### src/hdl/upi_pkg.sv
// Package for the unicycle pose integrator: payload types, widths and CORDIC constants.
package upi_pkg;

  // Default number of CORDIC rotation stages
  localparam int unsigned CORDIC_STAGES_DEF = 16;
  localparam int unsigned ATAN_LEN          = 24;

  // Working width of the CORDIC datapath (Q2.30 vector, 2^31 = pi angle)
  localparam int unsigned CW = 32;

  // Reciprocal of the limiting CORDIC gain in Q2.30
  localparam logic signed [CW-1:0] GAIN_Q30 = 32'sd652032874;

  // Quarter turn in 16-bit binary angle units
  localparam logic signed [15:0] QUARTER_TURN = 16'sd16384;

  // atan(2^-i) in 32-bit binary angle units
  localparam logic signed [CW-1:0] ATAN_TBL [ATAN_LEN] = '{
    32'sd536870912, 32'sd316933406, 32'sd167458907, 32'sd85004756,
    32'sd42667331,  32'sd21354465,  32'sd10679838,  32'sd5340245,
    32'sd2670163,   32'sd1335086,   32'sd667544,    32'sd333772,
    32'sd166886,    32'sd83443,     32'sd41722,     32'sd20861,
    32'sd10430,     32'sd5215,      32'sd2608,      32'sd1304,
    32'sd652,       32'sd326,       32'sd163,       32'sd81
  };

  // Input transaction
  typedef struct packed {
    logic signed [31:0] pos_x;
    logic signed [31:0] pos_y;
    logic signed [15:0] heading;
    logic signed [23:0] speed;
    logic signed [23:0] turn_rate;
    logic        [23:0] step_time;
  } in_t;

  // Output transaction
  typedef struct packed {
    logic signed [31:0] next_x;
    logic signed [31:0] next_y;
    logic signed [15:0] next_heading;
  } out_t;

endpackage

### src/hdl/upi_cordic.sv
// Pipelined rotation-mode CORDIC, one rotation per register stage.
module upi_cordic #(
  parameter int unsigned STAGES = upi_pkg::CORDIC_STAGES_DEF
) (
  input  logic                            clk_i,
  input  logic [STAGES-1:0]               en_i,
  input  logic signed [upi_pkg::CW-1:0]   x_i,
  input  logic signed [upi_pkg::CW-1:0]   z_i,
  output logic signed [upi_pkg::CW-1:0]   cos_o,
  output logic signed [upi_pkg::CW-1:0]   sin_o
);
  import upi_pkg::*;

  logic signed [CW-1:0] x_q [STAGES];
  logic signed [CW-1:0] y_q [STAGES];
  logic signed [CW-1:0] z_q [STAGES];

  for (genvar i = 0; i < STAGES; i++) begin : g_stage
    logic signed [CW-1:0] x_in, y_in, z_in;
    logic signed [CW-1:0] x_sh, y_sh;
    logic signed [CW-1:0] x_d, y_d, z_d;

    // Take the previous stage, or the start vector at the head
    if (i == 0) begin : g_head
      assign x_in = x_i;
      assign y_in = '0;
      assign z_in = z_i;
    end else begin : g_body
      assign x_in = x_q[i-1];
      assign y_in = y_q[i-1];
      assign z_in = z_q[i-1];
    end

    assign x_sh = x_in >>> i;
    assign y_sh = y_in >>> i;

    // Rotate toward zero residual angle
    always_comb begin
      if (!z_in[CW-1]) begin
        x_d = x_in - y_sh;
        y_d = y_in + x_sh;
        z_d = z_in - ATAN_TBL[i];
      end else begin
        x_d = x_in + y_sh;
        y_d = y_in - x_sh;
        z_d = z_in + ATAN_TBL[i];
      end
    end

    // Advance the stage when the pipeline moves
    always_ff @(posedge clk_i) begin
      if (en_i[i]) begin
        x_q[i] <= x_d;
        y_q[i] <= y_d;
        z_q[i] <= z_d;
      end
    end
  end

  assign cos_o = x_q[STAGES-1];
  assign sin_o = y_q[STAGES-1];

endmodule

### config.mk
export PLATFORM = sky130hd
export DESIGN_NAME = upi_cordic
export DESIGN_NICKNAME = d
export VERILOG_FILES = /design/src/hdl/upi_pkg.sv /design/src/hdl/upi_cordic.sv
export SDC_FILE = /design/constraint.sdc
export NUM_CORES = 2
export LEC_CHECK = 0
export BUFFER_PORTS_ARGS = -buffer_cell sky130_fd_sc_hd__buf_2
export CORE_ASPECT_RATIO = 2
export CORE_UTILIZATION = 65
export DETAILED_ROUTE_END_ITERATION = 8
export PLACE_DENSITY = 0.83
export SETUP_SLACK_MARGIN = 0.2
export SLEW_MARGIN = 20
export SYNTH_ARGS = -nofsm -noshare
export SYNTH_HDL_FRONTEND = slang
export SYNTH_SLANG_ARGS = --single-unit
### constraint.sdc
create_clock -name clk_i -period 8.5 [get_ports clk_i]
set_input_delay 0.85 -clock clk_i [delete_from_list [all_inputs] [get_ports clk_i]]
set_output_delay 0.85 -clock clk_i [all_outputs]
set_load 0.02 [all_outputs]
==> results by group <==
Global routing
  – Largest net degree at the start of global routing: 90
  – Vias in the first global route: 114000
  – GRT Residual Overflow: 0
  – Initial antenna violation count: 43
  – Global-route wire length before repair: 653000 um
  – Total global-route track usage: 42.8%

Timing
  – Hold_ws: 0.166 ns
  – Fmax: between 150 and 200 MHz
  – Setup TNS: 0 ns
  – Slew @ Worst Pin: 1.23 ns
  – Slew headroom: 17.7%
  – Crit path time final: 5.72 ns
  – Skew final: 0.0426 ns
  – Final hold vios: 0
  – RSZ-0062 raised after global routing: false
  – Final setup vio count: 0
  – Slew Limit Fails: 0
  – Period utilisation layout: 67.3%

Finish
  – Synth-to-layout area growth: 6.77%
  – Final std cells w/o fill: 16400
  – Share of cells above drive strength 1: 4.68%
  – Nets: 15300

Detailed routing
  – DRC violations left: 3
  – Remaining antenna violation count: 0
  – Final wirelength: 431000 um
  – Via density: 6.83
  – Drt pass-1 iters: 9
  – 1st-iter DRT viols: 8752
  – Vias: about 110k
  – Routed WL per cell: 26.3 um

Critical path
  – Worst Path Required: 9.08 ns
  – Critical Path, Cell by Cell: buf_4 -> inv_1 -> buf_4 -> o21ai_0 -> xnor2_1 -> ha_1 -> nor2_1 -> nand2_1 -> a31oi_1 -> o31a_1 -> o21ai_1 -> a221oi_1 -> nor2_1 -> a31o_2 -> xor2_1
  – CP Max Fanout: 63
  – WS Path Type: reg2reg
  – R2r setup slk: 2.78 ns
  – CP endpoint kind: flop
  – Reg2Reg Depth: 15
  – Critical-path top delay cell: a221oi_1
  – Delay-heaviest family, CP: compound AO/OA/AOI/OAI gates
  – Worst r2r src: z_q[1][31]
  – Critical path's largest stage delay: 0.92 ns
  – RR Endpoint: x_q[1][57]
  – Worst path bufs/invs: 3
  – Critical Path AT: between 6 and 7 ns
  – CP Launch Type: flop

CTS
  – CTS buffer count: 150
  – Clk root buf: clkbuf_16
  – Resize count post-CTS: 0
  – Bufs on Longest Clock Path: 4
  – Hold_buf cts: 0
  – CTS tree: done
  – Postcts setup bufs: 0
  – Clock slew at reported path FFs: 0.07 ns
  – # clock sinks: 1471
  – H-tree levels: 4
  – Worst-skew pair later-pin latency: roughly 0.87 ns

Synth
  – Post-Syn Nets: between 15000 and 20000
  – Post-synthesis sequential area ratio: 34.2%
  – Syn Inst Count: about 14000
  – Top-count cell post-synth: a21oi_1
  – Cell variety after synth: about 110
  – Largest cells by area after synthesis: edfxtp_1 (34%), ha_1 (14%), xnor2_1 (7.8%), a21oi_1 (5.8%), xor2_1 (4.6%)
  – Synthesized area: 129000 sq um
  – Synth cell count leaders: a21oi_1 (1496), ha_1 (1474), edfxtp_1 (1471)
  – Adder-Cell Fraction of Synth Area: 15.0%
  – Top cell type's share of synthesized area: 34.2%
  – Multiplexer area fraction after synthesis: 1.08%
  – Compound-gate portion of the synthesized area: between 20% and 30%
  – Largest family of logic cells by synthesized area: compound AO/OA/AOI/OAI gates
  – Most used flip-flop cell after synthesis: edfxtp_1
  – Post-synth EDFFs: about 1500
  – Post-Synth XOR/XNOR Area: 12.4%
  – Register bit total from synthesis: 1471
  – Async SR Flop Fraction: 0%
  – Syn. warnings: 0
  – Synth Area in Simple Gates: between 10 and 15%
  – Yosys top cell by area: edfxtp_1
  – Avg Cell Area, Syn: between 9 and 10 sq um

Floorplan
  – Die W: approximately 320 um
  – Initial core utilization: around two thirds
  – Die Y: 632 um
  – Number of core rows: 231
  – DIE AREA: 200000 sq um
  – Core ar.: 198000 sq um
  – Num ports: 145

Placement
  – Placed instance count: 16100
  – Detailed Place HPWL: roughly 330000 um
  – Port Buffers: about 140
  – Gpl congestion: 1.21

Run status
  – Outcome: complete, but fails checks
  – Failing checks: design-rule violations

Min path
  – Hold Crit Class: in2reg
  – Worst hold start: z_i[27]
  – Hold depth: 1
  – Hold path endpoint: z_q[0][27]

Run
  – Max cap viols: 0
==> per-layer routing <==
metal	wire length [um]	GRT usage, %
met1	126000	35.6
met5	130	0
met2	218000	76.3
met4	58100	47.1
met3	28800	11.6
==> kinds of logic (layout without fill, tap and decap cells) <==
group | after synthesis | in the layout
compound gates | 4261 | 4261
simple gates | 3576 | 3576
xor+xnor | 1827 | 1827
fa+ha+maj | 1518 | 1518
flops | 1471 | 1471
buf+inv | 831 | 1032
mux | 130 | 130
other cells | 0 | 54
==> through the flow <==
stage | instance area [sq um] | util, % | setup WS [ns]
after floorplan | 129000 | - | 4.20
after global placement | 133000 | 67.1 | 3.14
after detailed placement | 133000 | 67.1 | 3.11
after global routing | 138000 | 69.7 | 2.61
final | 138000 | 69.7 | 2.78
after CTS | 137000 | 69.5 | 3.08
==> worst max-delay path by stage <==
stage,end,slack [ns],startpoint,cells after the start
floorplan,y_q[0][60],4.20,z_q[0][31],14
global placement,x_q[1][30],3.14,y_q[0][235],14
detailed placement,y_q[0][63],3.11,z_q[0][31],13
CTS,y_q[0][63],3.08,z_q[0][31],13
global route,x_q[1][89],2.61,y_q[1][42],16
finish,x_q[1][57],2.78,z_q[1][31],15
==> cell type report <==
cell class / instances / area (sq um)
clock buffer: 173 / 3900
clock inverter: 81 / 891
sequential: 1471 / 44200
antenna: 54 / 135
timing repair buffer: 212 / 1400
tap: 2563 / 3210
fill: 14900 / 59900
multi-input combinational: 11300 / 82000
inverter: 566 / 2120
==> placed cells by master, fill, tap and decap left out, types with 169 or more instances in the layout <==
cell and n:
a21o_1 760, a21oi_1 1495, a31oi_1 180, edfxtp_1 1471, ha_1 1474, inv_1 561
nand2_1 699, nand2b_1 179, nand3_1 237, nor2_1 1091, nor2b_1 207, nor3_1 366
o21a_1 188, o21ai_0 554, o21bai_1 169, xnor2_1 1145, xor2_1 670
==> state kept, by name, summed over array words and instances (netlist names) <==
signal  flops
z_q       448
y_q       512
x_q       511
Power is left out: the tool's default activity adds up to more than one toggle a clock period on the data nets, which glitch-free logic cannot reach.
